$ cat config.mk
export PLATFORM = sky130hd
export DESIGN_NAME = multi_button_debounce_hold_events
export DESIGN_NICKNAME = d
export VERILOG_FILES = /design/src/design/dbe_pkg.sv /design/src/design/multi_button_debounce_hold_events.sv /design/src/design/dbe_lane.sv /design/src/design/dbe_ser.sv
export SDC_FILE = /design/constraint.sdc
export NUM_CORES = 1
export LEC_CHECK = 0
export BUFFER_PORTS_ARGS = -buffer_cell sky130_fd_sc_hd__buf_2
export CORE_UTILIZATION = 59
export DETAILED_ROUTE_END_ITERATION = 6
export MAX_ROUTING_LAYER = met4
export PLACE_DENSITY_LB_ADDON = 0.12
export RECOVER_POWER = 25
export SETUP_SLACK_MARGIN = 0.5
export SLEW_MARGIN = 40
export SYNTH_ARGS = -nofsm -noshare
export SYNTH_HDL_FRONTEND = slang
export SYNTH_HIERARCHICAL = 1
export SYNTH_SLANG_ARGS = --single-unit
$ cat constraint.sdc
create_clock -name clk -period 3.73 [get_ports clk]
set_clock_uncertainty 0.05 [all_clocks]
set_input_delay 0.746 -clock clk [delete_from_list [all_inputs] [get_ports clk]]
set_output_delay 0.746 -clock clk [all_outputs]
set_load 0.02 [all_outputs]
$ cat src/design/dbe_pkg.sv
package dbe_pkg;

	localparam int MAX_SWITCHES_DEF = 8;
	localparam int SW_IDX_W = 3;
	localparam int CFG_DATA_W = 8;
	localparam int CFG_IDX_W = 2;

	typedef enum logic [1:0] {
		EV_PRESS         = 2'd0,
		EV_RELEASE_SHORT = 2'd1,
		EV_RELEASE_HOLD  = 2'd2,
		EV_HOLD          = 2'd3
	} event_code_t;

	typedef enum logic [CFG_IDX_W-1:0] {
		REG_SWITCH_COUNT   = 2'd0,
		REG_DEBOUNCE_TICKS = 2'd1,
		REG_HOLD_TICKS     = 2'd2,
		REG_REPEAT_TICKS   = 2'd3
	} cfg_reg_t;

	typedef struct packed {
		logic [3:0] switch_count;
		logic [7:0] debounce_ticks;
		logic [7:0] hold_ticks;
		logic [7:0] repeat_ticks;
	} cfg_t;

	localparam logic [3:0] SWITCH_COUNT_RST   = 4'd8;
	localparam logic [7:0] DEBOUNCE_TICKS_RST = 8'd5;
	localparam logic [7:0] HOLD_TICKS_RST     = 8'd100;
	localparam logic [7:0] REPEAT_TICKS_RST   = 8'd150;

endpackage

$ cat src/design/multi_button_debounce_hold_events.sv
// Debounce and hold-event detector for up to eight active-low buttons.
// Input channel: one item per tick (in_valid / in_stall) carrying pin_levels,
// bit i = raw level of switch i, 0 pressed. Output channel (out_valid /
// out_stall): one item per event with switch_index, event_code and
// last_event; events of a tick come in ascending switch order, the final
// one flagged. A tick with no event produces no output item.
// An accepted item waits in the input register until the event register is
// free; then the switch state updates and the item's first event shows on the output.
// The output register sends one event per cycle while out_stall is low, and a
// tick raises at most MAX_SWITCHES events; an input register takes the next
// tick while the current tick's events drain.
// The user is to write configuration (cfg_we, cfg_index, cfg_data) only while
// idle; the block itself does not enforce this. Reset: all switches released,
// counters cleared, registers at 8, 5, 100 and 150. While out_stall is high
// the shown event holds, one more tick is buffered, and then in_stall rises.
module multi_button_debounce_hold_events #(
	parameter int MAX_SWITCHES = dbe_pkg::MAX_SWITCHES_DEF
) (
	input  logic                                  clk,
	input  logic                                  arst_n,
	input  logic                                  in_valid,
	output logic                                  in_stall,
	input  logic [7:0]                            pin_levels,
	output logic                                  out_valid,
	input  logic                                  out_stall,
	output logic [dbe_pkg::SW_IDX_W-1:0]          switch_index,
	output logic [1:0]                            event_code,
	output logic                                  last_event,
	input  logic                                  cfg_we,
	input  logic [dbe_pkg::CFG_IDX_W-1:0]         cfg_index,
	input  logic [dbe_pkg::CFG_DATA_W-1:0]        cfg_data
);

	dbe_pkg::cfg_t        cfg_q;
	logic                 valid_s1;
	logic [7:0]           pins_s1;
	logic                 load;
	logic                 ser_free;
	logic [3:0]           count_eff;
	logic [MAX_SWITCHES-1:0] active;
	logic [MAX_SWITCHES-1:0] ev_valid;
	logic [MAX_SWITCHES-1:0] ld_mask;
	dbe_pkg::event_code_t ev_code [MAX_SWITCHES];
	dbe_pkg::event_code_t sel_code;

	always_ff @(posedge clk or negedge arst_n) begin
		if (!arst_n) begin
			cfg_q.switch_count   <= dbe_pkg::SWITCH_COUNT_RST;
			cfg_q.debounce_ticks <= dbe_pkg::DEBOUNCE_TICKS_RST;
			cfg_q.hold_ticks     <= dbe_pkg::HOLD_TICKS_RST;
			cfg_q.repeat_ticks   <= dbe_pkg::REPEAT_TICKS_RST;
		end else if (cfg_we) begin
			case (dbe_pkg::cfg_reg_t'(cfg_index))
				dbe_pkg::REG_SWITCH_COUNT:   cfg_q.switch_count   <= cfg_data[3:0];
				dbe_pkg::REG_DEBOUNCE_TICKS: cfg_q.debounce_ticks <= cfg_data;
				dbe_pkg::REG_HOLD_TICKS:     cfg_q.hold_ticks     <= cfg_data;
				dbe_pkg::REG_REPEAT_TICKS:   cfg_q.repeat_ticks   <= cfg_data;
				default: ;
			endcase
		end
	end

	// advance the buffered tick once the event register has drained
	assign load     = valid_s1 && ser_free;
	assign in_stall = valid_s1 && !ser_free;

	always_ff @(posedge clk or negedge arst_n) begin
		if (!arst_n) begin
			valid_s1 <= 1'b0;
		end else if (in_valid && !in_stall) begin
			valid_s1 <= 1'b1;
		end else if (load) begin
			valid_s1 <= 1'b0;
		end
	end

	always_ff @(posedge clk) begin
		if (in_valid && !in_stall) begin
			pins_s1 <= pin_levels;
		end
	end

	assign count_eff = (cfg_q.switch_count > 4'(MAX_SWITCHES)) ? 4'(MAX_SWITCHES)
		: cfg_q.switch_count;

	for (genvar i = 0; i < MAX_SWITCHES; i++) begin : g_lane
		assign active[i]  = 4'(i) < count_eff;
		assign ld_mask[i] = ev_valid[i] && active[i];

		dbe_lane u_lane (
			.clk      (clk),
			.arst_n   (arst_n),
			.en       (load && active[i]),
			.raw      (pins_s1[i]),
			.cfg      (cfg_q),
			.ev_valid (ev_valid[i]),
			.ev_code  (ev_code[i])
		);
	end

	dbe_ser #(
		.NUM_SW (MAX_SWITCHES)
	) u_ser (
		.clk       (clk),
		.arst_n    (arst_n),
		.load      (load),
		.ld_mask   (ld_mask),
		.ld_codes  (ev_code),
		.out_stall (out_stall),
		.out_valid (out_valid),
		.sel_idx   (switch_index),
		.sel_code  (sel_code),
		.sel_last  (last_event),
		.free      (ser_free)
	);

	assign event_code = sel_code;

endmodule

$ cat src/design/dbe_lane.sv
module dbe_lane (
	input  logic                   clk,
	input  logic                   arst_n,
	input  logic                   en,
	input  logic                   raw,
	input  dbe_pkg::cfg_t          cfg,
	output logic                   ev_valid,
	output dbe_pkg::event_code_t   ev_code
);

	// accepted level doubles as the switch state: both always move together
	logic       level_q;
	logic [7:0] dbc_q;
	logic [7:0] hold_q;

	logic       differs;
	logic       take;
	logic       now;
	logic [7:0] dbc_inc;
	logic [7:0] dbc_next;
	logic [7:0] hold_inc;
	logic [7:0] hold_next;

	always_comb begin
		differs   = raw != level_q;
		dbc_inc   = dbc_q + 8'd1;
		take      = differs && (dbc_inc == cfg.debounce_ticks);
		dbc_next  = (differs && !take) ? dbc_inc : 8'd0;
		now       = take ? raw : level_q;
		hold_inc  = hold_q + 8'd1;
		hold_next = hold_q;
		ev_valid  = 1'b0;
		ev_code   = dbe_pkg::EV_PRESS;
		if (!now && level_q) begin
			hold_next = 8'd0;
			ev_valid  = 1'b1;
			ev_code   = dbe_pkg::EV_PRESS;
		end else if (now && !level_q) begin
			ev_valid = 1'b1;
			ev_code  = (hold_q < cfg.hold_ticks) ? dbe_pkg::EV_RELEASE_SHORT
				: dbe_pkg::EV_RELEASE_HOLD;
		end else if (!now && !level_q && (hold_q < cfg.repeat_ticks)) begin
			hold_next = hold_inc;
			// repeat point wins and folds the count back to the hold point
			if (hold_inc == cfg.repeat_ticks) begin
				ev_valid  = 1'b1;
				ev_code   = dbe_pkg::EV_HOLD;
				hold_next = cfg.hold_ticks;
			end else if (hold_inc == cfg.hold_ticks) begin
				ev_valid = 1'b1;
				ev_code  = dbe_pkg::EV_HOLD;
			end
		end
	end

	always_ff @(posedge clk or negedge arst_n) begin
		if (!arst_n) begin
			level_q <= 1'b1;
			dbc_q   <= 8'd0;
			hold_q  <= 8'd0;
		end else if (en) begin
			level_q <= now;
			dbc_q   <= dbc_next;
			hold_q  <= hold_next;
		end
	end

endmodule

$ cat src/design/dbe_ser.sv
module dbe_ser #(
	parameter int NUM_SW = dbe_pkg::MAX_SWITCHES_DEF
) (
	input  logic                                clk,
	input  logic                                arst_n,
	input  logic                                load,
	input  logic [NUM_SW-1:0]                   ld_mask,
	input  dbe_pkg::event_code_t                ld_codes [NUM_SW],
	input  logic                                out_stall,
	output logic                                out_valid,
	output logic [dbe_pkg::SW_IDX_W-1:0]        sel_idx,
	output dbe_pkg::event_code_t                sel_code,
	output logic                                sel_last,
	output logic                                free
);

	logic [NUM_SW-1:0]    mask_q;
	dbe_pkg::event_code_t code_q [NUM_SW];
	logic [NUM_SW-1:0]    sel_oh;
	logic                 take;

	// lowest pending switch goes first
	always_comb begin
		sel_idx  = '0;
		sel_code = dbe_pkg::EV_PRESS;
		sel_oh   = '0;
		for (int i = NUM_SW - 1; i >= 0; i--) begin
			if (mask_q[i]) begin
				sel_idx  = dbe_pkg::SW_IDX_W'(i);
				sel_code = code_q[i];
				sel_oh   = NUM_SW'(1) << i;
			end
		end
	end

	assign out_valid = mask_q != '0;
	assign sel_last  = (mask_q & ~sel_oh) == '0;
	assign take      = out_valid && !out_stall;
	assign free      = !out_valid || (take && sel_last);

	always_ff @(posedge clk or negedge arst_n) begin
		if (!arst_n) begin
			mask_q <= '0;
		end else if (load) begin
			mask_q <= ld_mask;
		end else if (take) begin
			mask_q <= mask_q & ~sel_oh;
		end
	end

	always_ff @(posedge clk) begin
		if (load) begin
			code_q <= ld_codes;
		end
	end

endmodule

After elaboration in Yosys (flattened, before gate mapping)
Index checks and enable logic that the tools add are counted.
Widths: inputs -> output; s select.
{"block": "op_classes", "n_addsub": 16, "magnitude_cmp": 25, "n_eq_ne": 43, "n_mux": 157, "bitwise": 2, "reduce_logical": 123}
{"cell": "$mux 8", "n": 50}
{"cell": "$eq 8x8->1", "n": 24}
{"cell": "$add 8x1->8 const B", "n": 16}
{"cell": "$lt 8x8->1", "n": 16}
{"cell": "$mux 2", "n": 48}
{"cell": "$logic_and 1x1->1", "n": 69}
{"cell": "$mux 1", "n": 50}
{"cell": "$logic_not 1->1", "n": 28}
{"cell": "$mux 3", "n": 8}
{"cell": "$reduce_and 3->1", "n": 8}
{"cell": "$reduce_bool 2->1", "n": 10}
{"cell": "$lt 3x4->1 const A", "n": 4}
{"cell": "$ne 2x1->1 const B", "n": 8}
{"cell": "$and 8x8->8", "n": 1}
{"cell": "$logic_not 8->1", "n": 1}
{"cell": "$lt 1x4->1 const A", "n": 2}
{"cell": "$lt 2x4->1 const A", "n": 2}
{"cell": "$ne 1x1->1", "n": 8}
{"cell": "$not 8->8", "n": 1}
{"cell": "$reduce_and 2->1", "n": 4}
{"cell": "$reduce_bool 8->1", "n": 1}
{"cell": "$eq 2x2->1 const B", "n": 2}
{"cell": "$gt 4x4->1 const B", "n": 1}
{"cell": "$mux 4", "n": 1}
{"cell": "other kinds (3)", "n": 3}
{"block": "totals", "reg_bits": 197, "in_bits": 23, "out_inout_bits": 8, "wordCells": 405}

Logic depth before layout (Yosys ltp)
Gate-level depths: netlist of the first run.
{"block": "depth", "ltp_word": 18, "depth_mapped": 13}

Modules after synthesis
Netlist of the first run, hierarchy kept.
{"module": "dbe_lane at g_lane[0].u_lane ...", "instances": 7, "cells_per_inst": 243, "area_per_inst_um2": 2055.7, "seq_area_each_um2": 426.7}
{"module": "dbe_lane at g_lane[4].u_lane", "instances": 1, "cells_per_inst": 237, "area_per_inst_um2": 1985.7, "seq_area_each_um2": 426.7}
{"module": "multi_button_debounce_hold_events", "instances": 1, "cells_per_inst": 101, "area_per_inst_um2": 1507.7, "seq_area_each_um2": 978.4}
{"module": "dbe_ser", "instances": 1, "cells_per_inst": 100, "area_per_inst_um2": 1136.1, "seq_area_each_um2": 680.7}

Worst setup path after synthesis of the first run
OpenSTA, ideal clock, no wires.
{"block": "synth_timing", "kind": "register to register", "startpoint": "register u_ser.mask_q[3]", "endpoint": "register g_lane[4].u_lane.hold_q[5]", "setup_ps": 126, "arrival_time_ps": 3487, "required_time_ps": 3554, "slack_ps": 67, "path_stages_with_launch": 14, "path_buffers": 3, "period_less_slack_ps": 3663, "path_cell_list": "dfrtp_1 buf_6 or4_4 buf_6 or3_4 or3_4 o21ai_2 nand2_1 a21oi_1 inv_1 clkbuf_1 a31o_2 or2_1 a221o_1"}
{"block": "synth_via", "elab_cells_between_ends": 15, "classes_between": "mux (4); bitwise (2); reduce/logical (9)"}
{"item": "start: declaration", "line_no": "dbe_ser.sv:17", "source": "logic [NUM_SW-1:0] mask_q;"}
{"item": "start signal: assignment", "line_no": "dbe_ser.sv:45", "source": "mask_q <= ld_mask;"}
{"item": "start signal: assignment", "line_no": "dbe_ser.sv:47", "source": "mask_q <= mask_q & ~sel_oh;"}
{"item": "$reduce_bool 8->1 (*)", "line_no": "dbe_ser.sv:36", "source": "assign out_valid = mask_q != '0;"}
{"item": "named net out_valid", "line_no": "multi_button_debounce_hold_events.sv:24", "source": "output logic out_valid,"}
{"item": "$logic_and 1x1->1", "line_no": "dbe_ser.sv:38", "source": "assign take = out_valid && !out_stall;"}
{"item": "$logic_and 1x1->1", "line_no": "dbe_ser.sv:39", "source": "assign free = !out_valid || (take && sel_last);"}
{"item": "$logic_or 1x1->1 (*)", "line_no": "dbe_ser.sv:39"}
{"item": "named net ser_free", "line_no": "multi_button_debounce_hold_events.sv:38", "source": "logic ser_free;"}
{"item": "$logic_and 1x1->1 (*)", "line_no": "multi_button_debounce_hold_events.sv:64", "source": "assign load = valid_s1 && ser_free;"}
{"item": "$logic_and 1x1->1 (*)", "line_no": "multi_button_debounce_hold_events.sv:93", "source": ".en (load && active[i]),"}
{"item": "$reduce_and 3->1 (no source line) (*)"}
{"item": "end signal: assignment", "line_no": "dbe_lane.sv:64", "source": "hold_q <= hold_next;"}
{"item": "end: declaration", "line_no": "dbe_lane.sv:14", "source": "logic [7:0] hold_q;"}
Mark *: on every way through the listed nets, which the timed path passes. The rest lies on a longest branch.
A chain may end at the register's enable or synchronous reset.

Worst setup path in the final report of the first run
{"block": "layout_timing", "startpoint": "register u_ser.mask_q[3]", "endpoint": "output in_stall"}
{"block": "layout_via", "elab_chain_len": 11, "elab_cells_between_ends": 14, "classes_between": "mux (4); bitwise (2); reduce/logical (8)"}
{"item": "$mux 8 (4 in series)", "line_no": "dbe_ser.sv:28", "source": "if (mask_q[i]) begin"}
{"item": "$not 8->8", "line_no": "dbe_ser.sv:37", "source": "assign sel_last = (mask_q & ~sel_oh) == '0;"}
{"item": "$and 8x8->8", "line_no": "dbe_ser.sv:37"}
{"item": "$logic_not 8->1", "line_no": "dbe_ser.sv:37"}
{"item": "$logic_and 1x1->1", "line_no": "dbe_ser.sv:39"}
{"item": "$logic_or 1x1->1 (*)", "line_no": "dbe_ser.sv:39"}
{"item": "named net ser_free", "line_no": "multi_button_debounce_hold_events.sv:38"}
{"item": "$logic_not 1->1 (*)", "line_no": "multi_button_debounce_hold_events.sv:65", "source": "assign in_stall = valid_s1 && !ser_free;"}
{"item": "$logic_and 1x1->1 (*)", "line_no": "multi_button_debounce_hold_events.sv:65"}
{"item": "end: declaration", "line_no": "multi_button_debounce_hold_events.sv:22", "source": "output logic in_stall,"}
Marked as above.

==> impl_metrics.env, run 1 <==
export IMPL_outcome="complete, but fails checks"
export IMPL_violations="capacitance limit, slew limit"
export IMPL_final_nets=2368
export IMPL_cts_hold_buf=0
export IMPL_die_h_um=182
export IMPL_cp_cell_sequence="or4_4 -> or3_4 -> or3_4 -> o21ai_4 -> nand2b_4 -> inv_2 -> buf_6"
export IMPL_clock_fmax_mhz=299
export IMPL_cts_tree="done"
export IMPL_dieArea_mm2=0.0330
export IMPL_setup_viol=0
export IMPL_rr_startpoint="u_ser/mask_q[3]"
export IMPL_async_flop_share_pct=87.8
export IMPL_hold_start="pin_levels[5]"
export IMPL_timing_worst_setup_path_type="register to output pin"
export IMPL_critPathMaxFanout=6
export IMPL_rsz0062_at_grt="true"
export IMPL_grt_max_degree=70
export IMPL_drive_gt1_share_pct=16.8
export IMPL_core_area_mm2=0.0316
export IMPL_synthAdderAreaFrac_pct=9.53
export IMPL_ys_warn_count=6
export IMPL_synth_flop_cell="dfrtp_1"
export IMPL_holdWs_ns=0.411
export IMPL_fin_crit_sh_pct=89.8
export IMPL_grt_pass1_wl_mm=87.6
export IMPL_synth_area_mm2=0.0190
export IMPL_p_leak_uw=0.00910
export IMPL_cp_data_arrival_time_ns=2.55
export IMPL_final_max_slew_viol_count=42
export IMPL_avgSynthCellArea_um2=8.89
export IMPL_r2r_cells=12
export IMPL_grt_total_usage_pct=34.9
export IMPL_clockBufferDepth=2
export IMPL_drt_iter0_markers=1507
export IMPL_synthesis_nets=2306
export IMPL_synthCells=2139
export IMPL_start_util_pct=60.1
export IMPL_cpPeakStageDelay_ns=0.60
export IMPL_cts_buffers=17
export IMPL_ys_seq_area_share_pct=26.7
export IMPL_synth_area_mux_share_pct=5.43
export IMPL_detail_route_antenna_nets=0
export IMPL_worst_r2r_setup_slack_ns=0.40
export IMPL_cts_sinks=197
export IMPL_relSlewSlack_pct=-67.7
export IMPL_endpoint_kind="output pin"
export IMPL_path_common_cell="or3_4"
export IMPL_drc=0
export IMPL_final_common_cell="inv_1"
export IMPL_synth_seq_cells=197
export IMPL_worst_pin_slew_ns=2.52
export IMPL_cp_data_required_time_ns=2.93
export IMPL_wl_mm=56.4
export IMPL_cts_root_buf="clkbuf_16"
export IMPL_port_buffers=30
export IMPL_first_pass_iters=6
export IMPL_crit_family="simple AND/OR/NAND/NOR gates"
export IMPL_finalHoldViolCount=0
export IMPL_layout_common_cells="208 x inv_1, 158 x xnor2_1, 150 x dfrtp_1"
export IMPL_setup_tns_ns=0
export IMPL_min_path_type="primary input to register"
export IMPL_synth_cell_types=83
export IMPL_grt_pass1_vias=15996
export IMPL_area_growth_pct=11.6
export IMPL_antenna_found_initial=1
export IMPL_min_to="pins_s1[5]"
export IMPL_ir_drop_mv=0.386
export IMPL_pre_cts_ws_ns=0.289
export IMPL_place_congestion=0.945
export IMPL_cp_num_buf_inv=2
export IMPL_worst_slack_ns=0.381
export IMPL_yosys_area_share_simple_pct=17.9
export IMPL_min_period_ns=3.35
export IMPL_synth_top_family_by_area="compound AO/OA/AOI/OAI gates"
export IMPL_gr_total_overflow=0
export IMPL_synthXorXnorAreaFrac_pct=11.5
export IMPL_wl_per_cell_um=21.6
export IMPL_vias=17277
export IMPL_dp_hpwl_mm=40.0
export IMPL_synth_edff_count=24
export IMPL_max_cap_violations=1
export IMPL_pin_count=31
export IMPL_startpoint_type="register"
export IMPL_clk_insertion_delay_late_ns=0.46
export IMPL_die_width_um=182
export IMPL_cpMaxStageDelayCell="or4_4"
export IMPL_whs_path_depth=1
export IMPL_r2r_end="g_lane[2].u_lane/hold_q[6]"
export IMPL_htreeDepth=4
export IMPL_via_per_inst=6.60
export IMPL_clk_pin_slew_worst_paths_ns=0.08
export IMPL_synth_compound_gate_area_share_pct=22.9
export IMPL_powerDensity_mw_per_mm2=555
export IMPL_rows=65
Yosys cell counts, drive strengths merged, types with 44 or more instances:
cell type | number | share of area [%]
xor2 | 48 | 2.2
o31ai | 45 | 1.8
ha | 144 | 9.5
a21oi | 66 | 1.7
dfrtp | 155 | 20
nand2 | 106 | 2.1
nor2 | 159 | 3.8
nor3 | 74 | 1.9
inv | 210 | 4.1
a311oi | 46 | 2.1
mux2 | 44 | 2.7
nand3 | 51 | 2.2
mux2i | 51 | 2.7
o21ai | 65 | 1.7
xnor2 | 159 | 7.4
power by group:
group          switching [µW]  internal (µW)
clock network             921           1020
registers                1170           2670
logic                    3320           2670
worst max-delay path by stage:
stage / from / to / slack [ns] / cells past startpoint
finish: u_ser/mask_q[3] / in_stall / 0.38 / 7
CTS: u_ser/mask_q[3] / in_stall / 0.41 / 7
detailed placement: u_ser/mask_q[0] / g_lane[5].u_lane/hold_q[6] / 0.29 / 9
floorplan: u_ser/mask_q[3] / g_lane[4].u_lane/hold_q[5] / 0.37 / 13
global placement: u_ser/mask_q[0] / g_lane[4].u_lane/hold_q[5] / 0.37 / 10
global route: u_ser/mask_q[3] / in_stall / 0.31 / 7
cells by family (layout without fill, tap and decap cells):
group,Yosys count,in the layout
buffers and inverters,292,366
DFF,197,197
muxes,95,95
AOI/OAI and AO/OA,588,588
and+or+nand+nor,599,600
xor gates and xnor gates,223,223
adders and majority gates,145,145
other,0,1
registers in the layout, summed over array words and instances, names as in the netlist:
name	count
g_lane.u_lane/level_q	8
g_lane.u_lane/dbc_q	64
u_ser/code_q	16
cfg_q	28
valid_s1	1
g_lane.u_lane/hold_q	64
u_ser/mask_q	8
pins_s1	8
per-stage QoR:
step	instances	power [µW]	instance area, µm²	util, %
after floorplan	2139	7830	19200	-
after global placement	2549	9240	20000	63.1
after detailed placement	2549	9420	20000	63.1
after CTS	2587	11400	20600	65.2
after global routing	2617	12600	21200	67.1
final	2617	11800	21200	67.1
worst reg2reg max path, delay by kind of cell, from the launching register on:
kind | cells | cell delay [ns]
buffers and inverters | 3 | 0.40
DFF | 1 | 0.37
AOI/OAI and AO/OA | 3 | 0.65
and+or+nand+nor | 6 | 1.80
per-layer routing:
| metal | up-vias | track usage (%) | share of wire (%) |
|---|---|---|---|
| li1 | 8108 | - | - |
| met1 | 8371 | 47.4 | 44 |
| met2 | 682 | 52.5 | 45 |
| met3 | 116 | 5.88 | 7.9 |
| met4 | 0 | 12.4 | 3.2 |
| met5 | - | - | 0 |
final cells by class:
type	count	area, µm²
fillers	2561	10400
clock inverters	12	141
repair buffers	117	896
diodes	1	2.50
well taps	402	503
clock buffers	20	447
multi-input cells	1651	13300
inverters	217	847
flip-flops and latches	197	5090
repair_timing:
item,4_1_cts,5_1_grt
gates resized for setup,14,79
pin swaps,3,37
buffers inserted,6,28
cloned,0,1
setup endpoints to repair,55,99
Power figures use the tool's default switching activity.
==> run 2: changes to the inputs <==
- CORE_UTILIZATION: 59 -> 60
- clock period: 3.73 -> 4 ns (I/O delays scaled with it)
==> run 2 against run 1 <==
- the run still ends with capacitance limit, slew limit left
- clock power decreased by 9.8%
- non-clock buffer count is 35 lower
- final area down 3.5%
- wire length fell by 0.26%
- flip-flop and latch count unchanged
- critical endpoint unchanged
- largest power group unchanged
==> impl_metrics.env, run 2 (synthesized netlist as in run 1, its figures left out) <==
export IMPL_relSlewSlack_pct=-48.1
export IMPL_timing_worst_setup_path_type="register to output pin"
export IMPL_clock_fmax_mhz=285
export IMPL_finalInstanceArea_mm2=0.0205
export IMPL_cts_hold_buf=0
export IMPL_reg_largest_list="g_lane.u_lane/dbc_q: 64 flops, g_lane.u_lane/hold_q: 64 flops, cfg_q: 28 flops"
export IMPL_die_h_um=180
export IMPL_whs_path_depth=1
export IMPL_final_common_cell="inv_1"
export IMPL_rr_startpoint="cfg_q[3]"
export IMPL_area_growth_pct=7.62
export IMPL_cts_buffers=17
export IMPL_p_leak_uw=0.00884
export IMPL_min_to="g_lane[4].u_lane/dbc_q[7]"
export IMPL_r2r_cells=10
export IMPL_cpPeakStageDelay_ns=0.55
export IMPL_r2r_end="g_lane[5].u_lane/hold_q[6]"
export IMPL_antenna_found_initial=1
export IMPL_cp_data_arrival_time_ns=2.66
export IMPL_worst_slack_ns=0.487
export IMPL_max_cap_violations=1
export IMPL_cpMaxStageDelayCell="or4_4"
export IMPL_cts_tree="done"
export IMPL_wl_per_cell_um=21.9
export IMPL_drt_iter0_markers=1740
export IMPL_wl_mm=56.3
export IMPL_cts_root_buf="clkbuf_16"
export IMPL_drc=0
export IMPL_outcome="complete, but fails checks"
export IMPL_worst_pin_slew_ns=2.22
export IMPL_cp_num_buf_inv=2
export IMPL_clk_pin_slew_worst_paths_ns=0.07
export IMPL_fin_crit_sh_pct=87.8
export IMPL_first_pass_iters=6
export IMPL_grt_pass1_vias=16220
export IMPL_clockBufferDepth=2
export IMPL_cts_sinks=197
export IMPL_endpoint_kind="output pin"
export IMPL_die_width_um=180
export IMPL_pin_count=31
export IMPL_start_util_pct=61.5
export IMPL_pre_cts_ws_ns=0.268
export IMPL_dp_hpwl_mm=40.1
export IMPL_place_congestion=0.954
export IMPL_rows=64
export IMPL_final_max_slew_viol_count=80
export IMPL_finalNonFillerCells=2576
export IMPL_vias=17306
export IMPL_violations="capacitance limit, slew limit"
export IMPL_min_period_ns=3.51
export IMPL_placed_area_mm2=0.0197
export IMPL_via_per_inst=6.72
export IMPL_layout_common_cells="209 x inv_1, 158 x xnor2_1, 152 x dfrtp_1"
export IMPL_cp_data_required_time_ns=3.15
export IMPL_path_common_cell="or3_4"
export IMPL_grt_pass1_wl_mm=88.1
export IMPL_final_nets=2333
export IMPL_dieArea_mm2=0.0324
export IMPL_gr_total_overflow=0
export IMPL_startpoint_type="register"
export IMPL_holdWs_ns=0.453
export IMPL_cp_cell_sequence="or4_4 -> or3_4 -> or3_4 -> o21ai_4 -> nand2b_4 -> inv_1 -> buf_2"
export IMPL_finalHoldViolCount=0
export IMPL_grt_max_degree=81
export IMPL_powerDensity_mw_per_mm2=520
export IMPL_hold_start="g_lane[4].u_lane/dbc_q[7]"
export IMPL_port_buffers=30
export IMPL_crit_family="simple AND/OR/NAND/NOR gates"
export IMPL_grt_total_usage_pct=35.3
export IMPL_setup_viol=0
export IMPL_drive_gt1_share_pct=13.0
export IMPL_core_area_mm2=0.0309
export IMPL_dp_cells=2534
export IMPL_worst_r2r_setup_slack_ns=0.51
export IMPL_htreeDepth=4
export IMPL_critPathMaxFanout=7
export IMPL_rsz0062_at_grt="true"
export IMPL_min_path_type="register to register"
export IMPL_ir_drop_mv=0.369
export IMPL_setup_tns_ns=0
export IMPL_detail_route_antenna_nets=0
export IMPL_clk_insertion_delay_late_ns=0.46
==> run 2: changes by cell type in the layout (fill, tap and decap cells not counted), moves of 7 or more <==
cell / delta
a311oi_2: -11
o31ai_2: -10
o31ai_1: +11
buf_4: -28
nor2_4: -7
a311oi_1: +13
==> run 2: final cells by class <==
class / count / area [µm²]
flip-flops and latches: 197 / 5080
clock inverters: 7 / 68.8
fillers: 2550 / 10400
well taps: 396 / 495
inverters: 217 / 821
multi-input cells: 1651 / 12900
diodes: 1 / 2.50
clock buffers: 25 / 507
repair buffers: 82 / 548
==> run 2: through the flow <==
stage | util [%] | total power (µW)
final | 66.2 | 10600
after global routing | 66.2 | 11300
after CTS | 65.9 | 10500
after detailed placement | 63.8 | 8700
after global placement | 63.8 | 8510
after floorplan | - | 7250
==> run 2: worst max path at each step <==
stage / depth (start not counted) / start / end / slack (ns)
3_5_place_dp: 10 / u_ser/mask_q[2] / g_lane[3].u_lane/hold_q[6] / 0.27
4_1_cts: 10 / cfg_q[3] / g_lane[5].u_lane/hold_q[6] / 0.50
5_1_grt: 7 / u_ser/mask_q[2] / in_stall / 0.43
3_3_place_gp: 10 / u_ser/mask_q[3] / g_lane[1].u_lane/hold_q[6] / 0.38
6_report: 7 / u_ser/mask_q[2] / in_stall / 0.49
2_1_floorplan: 13 / u_ser/mask_q[3] / g_lane[4].u_lane/hold_q[5] / 0.50
==> run 2: routing by layer <==
metal	global-route usage [%]	wire length (µm)	vias to the layer above	part of all wire, %
li1	-	-	8036	-
met1	46.7	24400	8407	43
met2	54.6	25400	732	45
met3	6.18	4640	131	8.2
met4	12.2	1920	0	3.4
met5	-	0	-	0
==> run 2: worst reg2reg max path, stage by stage (launching register included) <==
cell	delay (ns)
dfrtp_1	0.78
buf_4	0.29
inv_1	0.06
ha_1	0.29
o21ai_0	0.08
a21oi_1	0.07
o41ai_1	0.51
o21ai_1	0.29
o31a_1	0.23
or2_2	0.36
a221o_1	0.36
==> run 2: power by group <==
part	switching (µW)	internal, µW
sequential	1110	2490
clock	807	948
combinational	2960	2330
total	4880	5770
==> run 2: timing repair <==
item / CTS / global route
cloned: 0 / 1
buffers inserted: 1 / 7
resized for setup: 12 / 18
endpoints found under the setup margin: 45 / 71
pin swaps: 1 / 2
==> run 3: changes to the inputs <==
- RECOVER_POWER: 25 -> 50
==> run 3 against run 2 <==
- the flow still finishes with violations (capacitance limit, slew limit)
- die area is the same
- sequential share of layout area barely moved
- combinational power about the same
- non-clock buffer count unchanged
- first-iteration DRC count up 4.4%
- register-to-register slack about the same
- cell count hardly changed
==> impl_metrics.env, run 3 (synthesized netlist as in run 1, its figures left out) <==
export IMPL_drc=0
export IMPL_cts_buffers=17
export IMPL_netSwitchingFraction_pct=45.8
export IMPL_layout_common_cells="209 x inv_1, 158 x xnor2_1, 152 x dfrtp_1"
export IMPL_grt_max_degree=81
export IMPL_cp_data_arrival_time_ns=2.66
export IMPL_cts_root_buf="clkbuf_16"
export IMPL_drt_iter0_markers=1816
export IMPL_clock_fmax_mhz=285
export IMPL_endpoint_kind="output pin"
export IMPL_wl_mm=56.2
export IMPL_clkPwrFrac_pct=16.5
export IMPL_gr_total_overflow=0
export IMPL_critPathMaxFanout=7
export IMPL_switching_power_uw=4880
export IMPL_worst_pin_slew_ns=2.20
export IMPL_start_util_pct=61.5
export IMPL_pwr_share_comb_pct=49.7
export IMPL_powerDensity_mw_per_mm2=520
export IMPL_cts_hold_buf=0
export IMPL_outcome="complete, but fails checks"
export IMPL_dp_hpwl_mm=40.1
export IMPL_min_path_type="register to register"
export IMPL_grt_pass1_wl_mm=88.1
export IMPL_die_width_um=180
export IMPL_clk_pin_slew_worst_paths_ns=0.07
export IMPL_die_h_um=180
export IMPL_via_per_inst=6.74
export IMPL_final_common_cell="inv_1"
export IMPL_pin_count=31
export IMPL_final_max_slew_viol_count=80
export IMPL_core_area_mm2=0.0309
export IMPL_grt_total_usage_pct=35.3
export IMPL_relSlewSlack_pct=-46.7
export IMPL_setup_tns_ns=0
export IMPL_setup_viol=0
export IMPL_holdWs_ns=0.454
export IMPL_cts_sinks=197
export IMPL_timing_worst_setup_path_type="register to output pin"
export IMPL_area_growth_pct=7.57
export IMPL_clk_insertion_delay_late_ns=0.45
export IMPL_place_congestion=0.954
export IMPL_dieArea_mm2=0.0324
export IMPL_port_buffers=30
export IMPL_fin_crit_sh_pct=87.7
export IMPL_detail_route_antenna_nets=0
export IMPL_first_pass_iters=7
export IMPL_placed_area_mm2=0.0197
export IMPL_violations="capacitance limit, slew limit"
export IMPL_p_leak_uw=0.00882
export IMPL_clockBufferDepth=2
export IMPL_startpoint_type="register"
export IMPL_internal_power_uw=5770
export IMPL_wl_per_cell_um=21.8
export IMPL_p_seq_share_pct=33.8
export IMPL_finalInstanceArea_mm2=0.0205
export IMPL_reg_largest_list="g_lane.u_lane/dbc_q: 64 flops, g_lane.u_lane/hold_q: 64 flops, cfg_q: 28 flops"
export IMPL_ir_drop_mv=0.366
export IMPL_antenna_found_initial=2
export IMPL_htreeDepth=4
export IMPL_final_nets=2333
export IMPL_drive_gt1_share_pct=12.8
export IMPL_cp_data_required_time_ns=3.15
export IMPL_finalHoldViolCount=0
export IMPL_vias=17361
export IMPL_rsz0062_at_grt="true"
export IMPL_rows=64
export IMPL_grt_pass1_vias=16220
export IMPL_max_cap_violations=1
export IMPL_min_period_ns=3.51
export IMPL_cts_tree="done"
## run 3: routing by layer
metal / track usage, % / wire length [µm] / up-vias
met5: - / 0 / -
met4: 12.2 / 2010 / 0
met3: 6.18 / 4870 / 131
met2: 54.6 / 25200 / 787
met1: 46.7 / 24200 / 8406
li1: - / - / 8037
## run 3: per-stage QoR
step                      setup WS (ns)  instances  total power, µW  util, %
after global routing              0.432       2577            11300     66.2
after floorplan                   0.497       2139             7250        -
final                             0.490       2577            10600     66.2
after CTS                         0.501       2567            10500     65.9
after detailed placement          0.268       2534             8700     63.8
after global placement            0.384       2534             8510     63.8
## run 3: area by class of cell
type	count	area, µm²
Fill cell	2552	10500
Sequential cell	197	5080
Tap cell	396	495
Multi-Input combinational cell	1651	12900
Antenna cell	2	5.00
Clock buffer	25	507
Clock inverter	7	68.8
Inverter	217	821
Timing Repair Buffer	82	543
## run 3: power by group through the flow
stage | Combinational [µW] | Sequential [µW] | Clock (µW)
5_1_grt | 5810 | 3670 | 1860
6_report | 5290 | 3600 | 1760
4_1_cts | 5180 | 3560 | 1780
3_5_place_dp | 5100 | 3590 | 0
2_1_floorplan | 4140 | 3110 | 0
3_3_place_gp | 4940 | 3570 | 0
## run 3: critical path, stage by stage (launching register included)
cell and delay (ns):
dfrtp_2 0.45, or4_4 0.55, or3_4 0.36, or3_4 0.36, o21ai_4 0.11, nand2b_4 0.18, inv_1 0.05, buf_2 0.15
## run 3: final timing paths
| check | startpoint | endpoint | slack, ns | depth (start not counted) |
|---|---|---|---|---|
| hold reg to reg | g_lane[4].u_lane/dbc_q[7] | g_lane[4].u_lane/dbc_q[7] | 0.45 | 1 |
| setup reg to reg | cfg_q[3] | g_lane[5].u_lane/hold_q[6] | 0.52 | 10 |
| max in group asynchronous | arst_n | g_lane[5].u_lane/dbc_q[3] | 0.96 | 2 |
| min in group asynchronous | arst_n | g_lane[2].u_lane/dbc_q[3] | 0.91 | 1 |
| hold / removal | g_lane[4].u_lane/dbc_q[7] | g_lane[4].u_lane/dbc_q[7] | 0.45 | 1 |
| setup / recovery | u_ser/mask_q[2] | in_stall | 0.49 | 7 |
## run 3: what timing repair did
action | 4_1_cts | 5_1_grt
cloned | 0 | 1
buffers inserted | 1 | 7
gates resized for setup | 12 | 18
setup endpoints to repair | 45 | 71
pin swaps | 1 | 2
